$ cat config.mk
export PLATFORM = sky130hd
export DESIGN_NAME = nafu_front
export DESIGN_NICKNAME = d
export VERILOG_FILES = /design/src/nlms_adaptive_fir_unit_macros.svh /design/src/nafu_pkg.sv /design/src/nafu_front.sv
export SDC_FILE = /design/constraint.sdc
export NUM_CORES = 1
export LEC_CHECK = 0
export BUFFER_PORTS_ARGS = -buffer_cell sky130_fd_sc_hd__buf_2
export CAP_MARGIN = 0
export CORE_MARGIN = 1
export CORE_UTILIZATION = 46
export DETAILED_ROUTE_END_ITERATION = 7
export GPL_TIMING_DRIVEN = 1
export PLACE_DENSITY_LB_ADDON = 0.08
export SLEW_MARGIN = 25
export SYNTH_ARGS = -nofsm -noshare
export SYNTH_HDL_FRONTEND = slang
export SYNTH_SLANG_ARGS = --single-unit
$ cat constraint.sdc
create_clock -name clk_i -period 3.52 [get_ports clk_i]
set_clock_uncertainty 0.1 [all_clocks]
set_input_delay 0.352 -clock clk_i [delete_from_list [all_inputs] [get_ports clk_i]]
set_output_delay 0.352 -clock clk_i [all_outputs]
set_load 0.01 [all_outputs]
$ cat src/nlms_adaptive_fir_unit_macros.svh
// Assertion macros used by the NLMS adaptive FIR core.
`ifndef NLMS_ADAPTIVE_FIR_UNIT_MACROS_SVH
`define NLMS_ADAPTIVE_FIR_UNIT_MACROS_SVH
`ifndef SYNTHESIS
`define NAFU_ASSERT(lbl, prop) lbl: assert property (@(posedge clk_i) disable iff (!rst_ni) \
  prop) else $error("nafu: check failed");
`define NAFU_ASSERT_RST(lbl, prop) lbl: assert property (@(posedge clk_i) prop) \
  else $error("nafu: check failed");
`else
`define NAFU_ASSERT(lbl, prop)
`define NAFU_ASSERT_RST(lbl, prop)
`endif
`endif

$ cat src/nafu_pkg.sv
// Shared types and constants of the NLMS adaptive FIR.
package nafu_pkg;

  localparam int unsigned STEP_W     = 16;
  localparam int unsigned REG_W      = 20;
  localparam int unsigned DZ_W       = 15;
  localparam int unsigned CFG_IDX_W  = 2;
  localparam int unsigned CFG_DATA_W = 20;

  localparam logic [STEP_W-1:0] STEP_RST = 16'd32768;
  localparam logic [REG_W-1:0]  REG_RST  = 20'd10737;
  localparam logic [DZ_W-1:0]   DZ_RST   = 15'd3;

  localparam int unsigned W_W      = 32;  // Q4.28 weight
  localparam int unsigned W_FRAC   = 28;
  localparam int unsigned EN_W     = 36;  // Q6.30 energy
  localparam int unsigned DEN_W    = 37;
  localparam int unsigned NUM_W    = 62;  // step * |err * tap| at Q.44 scale
  localparam int unsigned DIVD_W   = 63;
  localparam int unsigned Q_W      = 33;
  localparam int unsigned QLIM_SH  = 32;

  localparam logic [EN_W-1:0] ENERGY_MAX = 36'hF_FFFF_FFFF;

  typedef enum logic [CFG_IDX_W-1:0] {
    CFG_STEP  = 2'd0,
    CFG_REGUL = 2'd1,
    CFG_DZONE = 2'd2
  } cfg_idx_e;

  typedef struct packed {
    logic [STEP_W-1:0] step_size;
    logic [REG_W-1:0]  regularizer;
    logic [DZ_W-1:0]   dead_zone;
  } cfg_t;

  typedef enum logic [3:0] {
    ST_CLEAR,
    ST_IDLE,
    ST_FILT,
    ST_FIN1,
    ST_FIN2,
    ST_UADDR,
    ST_UMUL1,
    ST_UMUL2,
    ST_UDIVS,
    ST_UDIV,
    ST_UWB
  } core_state_e;

  typedef enum logic [1:0] {
    DIV_IDLE,
    DIV_CHECK,
    DIV_RUN
  } div_state_e;

endpackage

$ cat src/nafu_front.sv
// Front end: config registers and a two-entry sample queue.
module nafu_front #(
  parameter int unsigned SAMPLE_BITS = 16,
  parameter int unsigned IO_W        = 48
) (
  input  logic                             clk_i,
  input  logic                             rst_ni,
  input  logic                             s_axis_tvalid,
  output logic                             s_axis_tready,
  input  logic [IO_W-1:0]                  s_axis_tdata,
  input  logic                             cfg_valid_i,
  output logic                             cfg_ready_o,
  input  logic [nafu_pkg::CFG_IDX_W-1:0]   cfg_index_i,
  input  logic [nafu_pkg::CFG_DATA_W-1:0]  cfg_data_i,
  input  logic                             hold_i,
  output nafu_pkg::cfg_t                   cfg_o,
  output logic                             q_valid_o,
  output logic [3*SAMPLE_BITS-1:0]         q_data_o,
  input  logic                             q_pop_i
);

  localparam int unsigned QD_W = 3 * SAMPLE_BITS;

  nafu_pkg::cfg_t cfg_q, cfg_d;
  logic [QD_W-1:0] fifo_q [2];
  logic [1:0] cnt_q, cnt_d;
  logic wr_q, rd_q;
  logic push, pop;

  assign cfg_ready_o   = 1'b1;
  assign s_axis_tready = !hold_i && (cnt_q != 2'd2);
  assign push          = s_axis_tvalid && s_axis_tready;
  assign pop           = q_pop_i && (cnt_q != 2'd0);
  assign q_valid_o     = (cnt_q != 2'd0);
  assign q_data_o      = fifo_q[rd_q];
  assign cfg_o         = cfg_q;

  always_comb begin
    cfg_d = cfg_q;
    if (cfg_valid_i) begin
      unique case (cfg_index_i)
        nafu_pkg::CFG_STEP:  cfg_d.step_size   = cfg_data_i[nafu_pkg::STEP_W-1:0];
        nafu_pkg::CFG_REGUL: cfg_d.regularizer = cfg_data_i[nafu_pkg::REG_W-1:0];
        nafu_pkg::CFG_DZONE: cfg_d.dead_zone   = cfg_data_i[nafu_pkg::DZ_W-1:0];
        default:             cfg_d = cfg_q;
      endcase
    end
  end

  always_comb begin
    cnt_d = cnt_q;
    if (push && !pop) cnt_d = cnt_q + 2'd1;
    else if (pop && !push) cnt_d = cnt_q - 2'd1;
  end

  always_ff @(posedge clk_i or negedge rst_ni) begin
    if (!rst_ni) begin
      cfg_q.step_size   <= nafu_pkg::STEP_RST;
      cfg_q.regularizer <= nafu_pkg::REG_RST;
      cfg_q.dead_zone   <= nafu_pkg::DZ_RST;
      cnt_q             <= 2'd0;
      wr_q              <= 1'b0;
      rd_q              <= 1'b0;
    end else begin
      cfg_q <= cfg_d;
      cnt_q <= cnt_d;
      if (push) wr_q <= !wr_q;
      if (pop) rd_q <= !rd_q;
    end
  end

  always_ff @(posedge clk_i) begin
    if (push) fifo_q[wr_q] <= s_axis_tdata[QD_W-1:0];
  end

endmodule

# Word-level counts from Yosys, hierarchy flattened
# Memories as Yosys holds them, arrays and structs flattened.
# Cells that the tools add are included.
# word_totals
register_bits	55
ramBits	96
inputBits	76
n_memories	1
# mem_list
name	depth	width	read_ports	rd_ports_with_merged_regs	wr	line	source
fifo_q	2	48	1	0	1	nafu_front.sv:25	logic [QD_W-1:0] fifo_q [2];
# op_classes
add_sub_neg	2
eq_ne	3
n_mux	4
reduce_logical	16
# op_table
cell	count
$reduce_and A2 Y1	3
$logic_and A1 B1 Y1	5
$logic_not A1 Y1	5
$mux W2	2
$reduce_bool A2 Y1	2
$add A2 B1 Y2 const B	1
$eq A2 B1 Y1 const B	1
$eq A2 B2 Y1 const B	1
$logic_not A2 Y1	1
$mux W1	2
$ne A2 B2 Y1 const B	1
$sub A2 B1 Y2 const B	1

# Depth between registers and ports, before layout
# Gate-level depths: netlist (run 1).
# logic_depth
ltp_word	7
depth_mapped	6

# Least setup slack after synthesis (run 1)
# No wires, ideal clock.
# synth_timing
path_kind	flip-flop to flip-flop
from	reg cnt_q[1]
to	mem fifo_q[0][0] in the netlist's numbering (enable)
setup_time_ps	459
t_arrival_ps	2962
setup_slack_ps	-2
stages_incl_launch_ff	4
path_buffers	0
period_less_slack_ps	3522
path_cell_list	dfrtp_1 > nor2b_1 > nor3b_2 > nor2b_1
# synth_via
elab_chain_len	5
# synth_rtl
element	line	source
from (decl)	nafu_front.sv:26	logic [1:0] cnt_q, cnt_d;
from (signal assigned)	nafu_front.sv:66	cnt_q <= cnt_d;
$ne A2 B2 Y1	nafu_front.sv:31	assign s_axis_tready = !hold_i && (cnt_q != 2'd2);
$logic_and A1 B1 Y1	nafu_front.sv:31	
$logic_and A1 B1 Y1	nafu_front.sv:32	assign push = s_axis_tvalid && s_axis_tready;
net push	nafu_front.sv:28	logic push, pop;
$mux W1	nafu_front.sv:73	if (push) fifo_q[wr_q] <= s_axis_tdata[QD_W-1:0];
$mux W1 (not written as such)	nafu_front.sv:73	
to (decl)	nafu_front.sv:25	
# The timed path passes the listed nets, and every way through them passes these cells.

# Worst setup path after layout (run 1)
# layout_timing
from	reg rd_q
to	out q_data_o[37]
# layout_via
elab_chain_len	1
# layout_rtl
element	line	source
from (decl)	nafu_front.sv:27	logic wr_q, rd_q;
from (signal assigned)	nafu_front.sv:68	if (pop) rd_q <= !rd_q;
$mem_v2 Z2 W48	--	
to (decl)	nafu_front.sv:18	output logic [3*SAMPLE_BITS-1:0] q_data_o,
# No other way between the ends.

==> flow_summary_export.csv, run 1 <==
group,metric,value,unit
status,status,"finished with violations",
status,violations,"design-rule violations",
synthesis,synth_top_flop_cell,"edfxtp_1",
floorplan,core-area,11700,um^2
setup_path,start_kind,"register",
run,maxCapViolCount,0,
timing,finalHoldViolations,0,
setup_path,critical_path_class,"register to output port",
setup_path,cp.arrival,2.07,ns
synthesis,synth_xor_area_share,0.782,%
detailed_routing,drt_wl_total,10000,um
worst_hold_path,whs_path_depth,1,
synthesis,synth_fa_ha_area_share,0.223,%
layout,antenna_cells,0,
global_routing,grt_pass1_wl,15800,um
placed_design,io_buffers,176,
synthesis,post-synth-top-area-fraction,51.5,%
synthesis,synth_common_cells,"mux2_2, edfxtp_1, dfrtp_1",
timing,slew_headroom,40.3,%
setup_path,reg2regPathDepth,4,
cts,cts_setup_buffers,0,
synthesis,synth_area_leaders,"edfxtp_1, mux2_2, dfrtp_1",
layout,fillers,940,
cts,tritoncts,"yes",
timing,finalCritPeriodShare,71.7,%
layout,multi_input_area,1270,um^2
detailed_routing,wl_per_cell,16.0,um
synthesis,ys.warnings.count,0,
detailed_routing,dr.pass1.iters,6,
setup_path,required,3.07,ns
global_routing,antenna_found_initial,2,
synthesis,synth-edff-count,96,
synthesis,syn_nets,355,
timing,grt_setup_unrepaired,"no",
timing,worst_pin_slew,0.894,ns
power,peakVddDrop,0.000381,V
synthesis,ys_types,21,
synthesis,ys_async_sr_fraction,36.4,%
synthesis,muxShareOfSynthArea,19.9,%
synthesis,synthSimpleGateAreaFrac,1.54,%
timing,setup_violations,0,
layout,final_area,7260,um^2
synthesis,ys_seq_area_share,76.3,%
synthesis,syn-cell-area,5600,um^2
cts,postCtsHoldBufs,1,
placed_design,gp_congestion,0.725,
detailed_routing,first_iter_violations,113,
cts,cts-resized-gates,0,
placed_design,dpl_cell_area,6670,um^2
cts,clock-sinks,151,
floorplan,die_w,112,um
synthesis,synth.largest_area_cell,"edfxtp_1",
setup_path,cp-end-kind,"output port",
timing,slew_viol_final,0,
detailed_routing,vias,3116,
synthesis,synth-compound-area-share,0,%
global_routing,overflow,0,
cts,cts_max_path_buffers,2,
global_routing,grt_max_degree,33,
timing,fin_crit,2.52,ns
layout,seqCellArea,4270,um^2
floorplan,start_util,48.0,%
timing,fmax,396,MHz
cts,cts_htree_levels,4,
detailed_routing,drc,11,
layout,drive_above_1_share,67.9,%
floorplan,io_pins,178,
global_routing,grt_pass1_vias,3240,
worst_hold_path,hold_class,"input port to register",
layout,area_delta_synth_final,29.6,%
timing,tns,0,ns
synthesis,syn_inst,278,
placed_design,dpl.hpwl,6980,um
layout,nets,547,
floorplan,rows,39,
cts,clk_pin_slew,0.06,ns
synthesis,postSynthAreaPerCell,20.1,um^2
power,p_per_area,724,nW/um^2
setup_path,cp_max_fo,31,
power,leakage,3.00,nW
cts,cts_buffers,17,
detailed_routing,viasPerCell,4.98,
detailed_routing,detail-route-antenna-nets,0,
global_routing,track_usage,17.0,%
cts,worstSkewPairLatency,0.40,ns
synthesis,synth_top_family_by_area,"multiplexers",
synthesis,yosysMostFrequentCell,"mux2_2",
floorplan,die_h,112,um
cts,cts_root_buf,"clkbuf_16",
synthesis,ys_ff_latch,151,
floorplan,dieArea,12600,um^2
-- worst max-delay path, cell delays in order, from the launching register on --
cell     delay (ns)
dfrtp_2        0.84
buf_4          0.32
mux2_2         0.36
buf_2          0.14
-- area by class of cell --
type | instances | area share (%)
Timing Repair Buffer | 183 | 13.2
Clock inverter | 8 | 0.966
Clock buffer | 24 | 6.93
Tap cell | 143 | 2.47
Multi-Input combinational cell | 117 | 17.5
Sequential cell | 151 | 58.9
-- power breakdown --
group | total (W) | switching [W] | internal (W)
combinational | 0.00118 | 0.000561 | 0.000622
sequential | 0.00237 | 0.000168 | 0.00220
clock | 0.00170 | 0.000637 | 0.00106
-- registers in the layout (all words and copies together), names as in the netlist --
signal and cells:
fifo_q 96, rd_q 1, wr_q 1, cfg_o 51
cnt_q 2
-- metrics by stage --
step | util [%] | hold slack, ns | total power [W] | std cells | setup WS, ns
detailed placement | 57.2 | 0.344 | 0.00361 | 593 | 1.34
CTS | 62.2 | 0.00956 | 0.00533 | 626 | 0.944
global placement | 57.2 | 0.332 | 0.00359 | 593 | 1.37
finish | 62.2 | 0.0276 | 0.00525 | 626 | 0.997
global route | 62.2 | 0.0131 | 0.00549 | 626 | 0.894
floorplan | - | -0.0436 | 0.00310 | 278 | 0.902
-- routing by layer --
metal	GRT usage [%]	wire length (um)	up-vias
met2	28.4	5050	119
met1	18.8	3850	1537
li1	-	-	1442
met4	8.36	142	2
met3	7.13	972	16
met5	0	16	-
-- worst paths after layout --
kind                                      start                       to  slack [ns]
max                            rd_q$_DFFE_PN0P_             q_data_o[37]         1.0
min                            s_axis_tdata[44]  fifo_q[1][44]$_DFFE_PP_        0.03
max reg2reg                cnt_q[1]$_DFFE_PN0P_   fifo_q[0][8]$_DFFE_PP_        1.39
min reg2reg                cnt_q[1]$_DFFE_PN0P_     cnt_q[1]$_DFFE_PN0P_        0.37
max in group asynchronous                rst_ni     cfg_o[0]$_DFFE_PN1P_        2.06
min in group asynchronous                rst_ni    cfg_o[46]$_DFFE_PN0P_        0.42
-- layout by cell type, fill, tap and decap left out --
cell             n
bufinv_16        1
nand3b_2         1
clkinvlp_4       2
edfxtp_1        96
buf_2          176
nor3b_4          1
nor2b_4          1
clkbuf_8         3
nand3b_1         1
nor3b_2          1
clkbuf_1         3
dlygate4sd3_1    1
ha_1             1
dfrtp_1         43
dfrtp_2          1
mux2_2          99
xnor2_1          2
conb_1           1
and2_2           1
dfstp_2         11
buf_12           2
xor2_1           3
nand2_1          1
buf_4            4
nor2_1           2
nor2b_1          1
or2_2            1
clkbuf_16       18
clkinv_2         5
-- logic make-up (layout without fill, tap and decap cells) --
family / count (synthesis) / after routing
xor+xnor: 5 / 5
buf+inv: 10 / 215
fa+ha+maj: 1 / 1
mux: 99 / 99
flops: 151 / 151
other cells: 1 / 1
simple gates: 11 / 11
Power figures use the tool's default switching activity.
==> run 2: changes to the inputs <==
--- a/config.mk
+++ b/config.mk
@@ -8,7 +8,7 @@
 export BUFFER_PORTS_ARGS = -buffer_cell sky130_fd_sc_hd__buf_2
 export CAP_MARGIN = 0
 export CORE_MARGIN = 1
-export CORE_UTILIZATION = 46
+export CORE_UTILIZATION = 50
 export DETAILED_ROUTE_END_ITERATION = 7
 export GPL_TIMING_DRIVEN = 1
 export PLACE_DENSITY_LB_ADDON = 0.08
==> constraint.sdc (replaced) <==
create_clock -name clk_i -period 2.4 [get_ports clk_i]
set_clock_uncertainty 0.1 [all_clocks]
set_input_delay 0.24 -clock clk_i [delete_from_list [all_inputs] [get_ports clk_i]]
set_output_delay 0.24 -clock clk_i [all_outputs]
set_load 0.01 [all_outputs]
==> flow_summary_export.csv, run 2 (synthesis results as in run 1) <==
group,metric,value,unit
status,status,"complete, no violations",
placed_design,io_buffers,176,
placed_design,gp_congestion,0.698,
setup_path,crit_chain,"buf_12 -> mux2_2 -> buf_2",
global_routing,antenna_found_initial,0,
cts,clk_pin_slew,0.06,ns
floorplan,rows,38,
power,peakVddDrop,0.000488,V
setup_path,slowest_stage,"dfrtp_2",
power,leakage,3.32,nW
timing,holdWs,0.0595,ns
timing,slew_headroom,66.6,%
setup_path,cp-end-kind,"output port",
detailed_routing,drt_wl_total,11300,um
floorplan,start_util,51.4,%
detailed_routing,drc,0,
detailed_routing,viasPerCell,4.85,
timing,finalCritPeriodShare,94.3,%
layout,largest_register_ffs,96,
cts,cts_buffers,17,
cts,cts-resized-gates,0,
setup_path,setup.worst_path.start,"rd_q$_DFFE_PN0P_",
global_routing,overflow,0,
worst_hold_path,hp-start,"s_axis_tvalid",
setup_path,cp.arrival,1.92,ns
power,p_per_area,989,nW/um^2
global_routing,grt_pass1_vias,3582,
floorplan,die_w,108,um
floorplan,dieArea,11600,um^2
detailed_routing,first_iter_violations,107,
cts,cts_max_path_buffers,2,
setup_path,cp_max_fo,34,
global_routing,track_usage,20.4,%
cts,cts_htree_levels,4,
worst_hold_path,hold_class,"input port to register",
layout,mostFrequentLayoutCell,"buf_2",
cts,tritoncts,"yes",
setup_path,critical_path_class,"register to output port",
layout,antenna_cells,0,
timing,fmax,442,MHz
floorplan,core-area,10900,um^2
layout,area_delta_synth_final,43.0,%
timing,worst_pin_slew,0.501,ns
setup_path,required,2.06,ns
detailed_routing,vias,3379,
setup_path,start_kind,"register",
timing,setup_violations,0,
layout,drive_above_1_share,59.9,%
timing,fin_crit,2.26,ns
setup_path,slowest_delay,0.61,ns
layout,final_cell_mix,"buf_2, mux2_2, edfxtp_1, dlygate4sd3_1, dfrtp_1",
detailed_routing,wl_per_cell,16.2,um
floorplan,io_pins,178,
cts,cts_setup_buffers,0,
timing,finalHoldViolations,0,
detailed_routing,detail-route-antenna-nets,0,
placed_design,dpl.hpwl,7300,um
timing,setup_slack,0.136,ns
timing,grt_setup_unrepaired,"no",
setup_path,r2r_start,"cnt_q[1]$_DFFE_PN0P_",
cts,postCtsHoldBufs,71,
run,maxCapViolCount,0,
global_routing,grt_pass1_wl,17400,um
floorplan,die_h,108,um
cts,clock-sinks,151,
cts,worstSkewPairLatency,0.51,ns
cts,cts_root_buf,"clkbuf_8",
placed_design,post-place-ws,0.430,ns
timing,tns,0,ns
layout,nets,620,
global_routing,grt_max_degree,35,
timing,slew_viol_final,0,
layout,regMostFlops,"fifo_q",
detailed_routing,dr.pass1.iters,4,
## run 2: cell types whose count changed in the layout (fill, tap and decap cells not counted), sizes merged
cell	delta
dlygate4sd3	+70
buf	+3
inv	+2
clkbuf	-1
clkinvlp	-1
## run 2: area by class of cell
| class | instances | area, um^2 |
|---|---|---|
| flip-flops and latches | 151 | 4270 |
| fillers | 733 | 2880 |
| repair buffers | 256 | 1700 |
| multi-input cells | 117 | 1270 |
| clock buffers | 23 | 508 |
| well taps | 140 | 175 |
| clock inverters | 9 | 86.3 |
## run 2: worst paths after layout
check	to	slack, ns	cells past startpoint
worst max-delay path	q_data_o[31]	0.14	3
worst min-delay path	wr_q$_DFFE_PN0P_	0.06	3
worst max register to register	fifo_q[1][20]$_DFFE_PP_	0.46	4
worst min register to register	cfg_o[5]$_DFFE_PN0P_	0.40	1
max in group asynchronous	cfg_o[1]$_DFFE_PN1P_	1.23	3
min in group asynchronous	cfg_o[30]$_DFFE_PN0P_	0.12	2
## run 2: where the power goes
group | internal [W] | total, W | switching, W | leakage, nW
clock | 0.00159 | 0.00258 | 0.000993 | 0.295
combinational | 0.00100 | 0.00191 | 0.000904 | 1.52
sequential | 0.00323 | 0.00343 | 0.000204 | 1.51
total | 0.00582 | 0.00792 | 0.00210 | 3.32
## run 2: per-layer routing
| metal | vias up | GRT usage [%] | wire (um) |
|---|---|---|---|
| li1 | 1583 | - | - |
| met5 | - | 0 | 0 |
| met2 | 114 | 35.0 | 5970 |
| met3 | 15 | 6.78 | 744 |
| met4 | 0 | 9.20 | 179 |
| met1 | 1667 | 23.0 | 4380 |
## run 2: critical path: cells and delay by family, from the launching register on
family	cells	cell delay, ns
buffers and inverters	2	0.42
muxes	1	0.36
DFF	1	0.61
## run 2: stage by stage
step / instance area (um^2) / power (W) / std cells / util, %
2_1_floorplan: 5610 / 0.00454 / 278 / -
3_3_place_gp: 6710 / 0.00528 / 593 / 61.6
3_5_place_dp: 6710 / 0.00532 / 593 / 61.6
4_1_cts: 8010 / 0.00802 / 696 / 73.6
5_1_grt: 8010 / 0.00828 / 696 / 73.6
6_report: 8010 / 0.00792 / 696 / 73.6
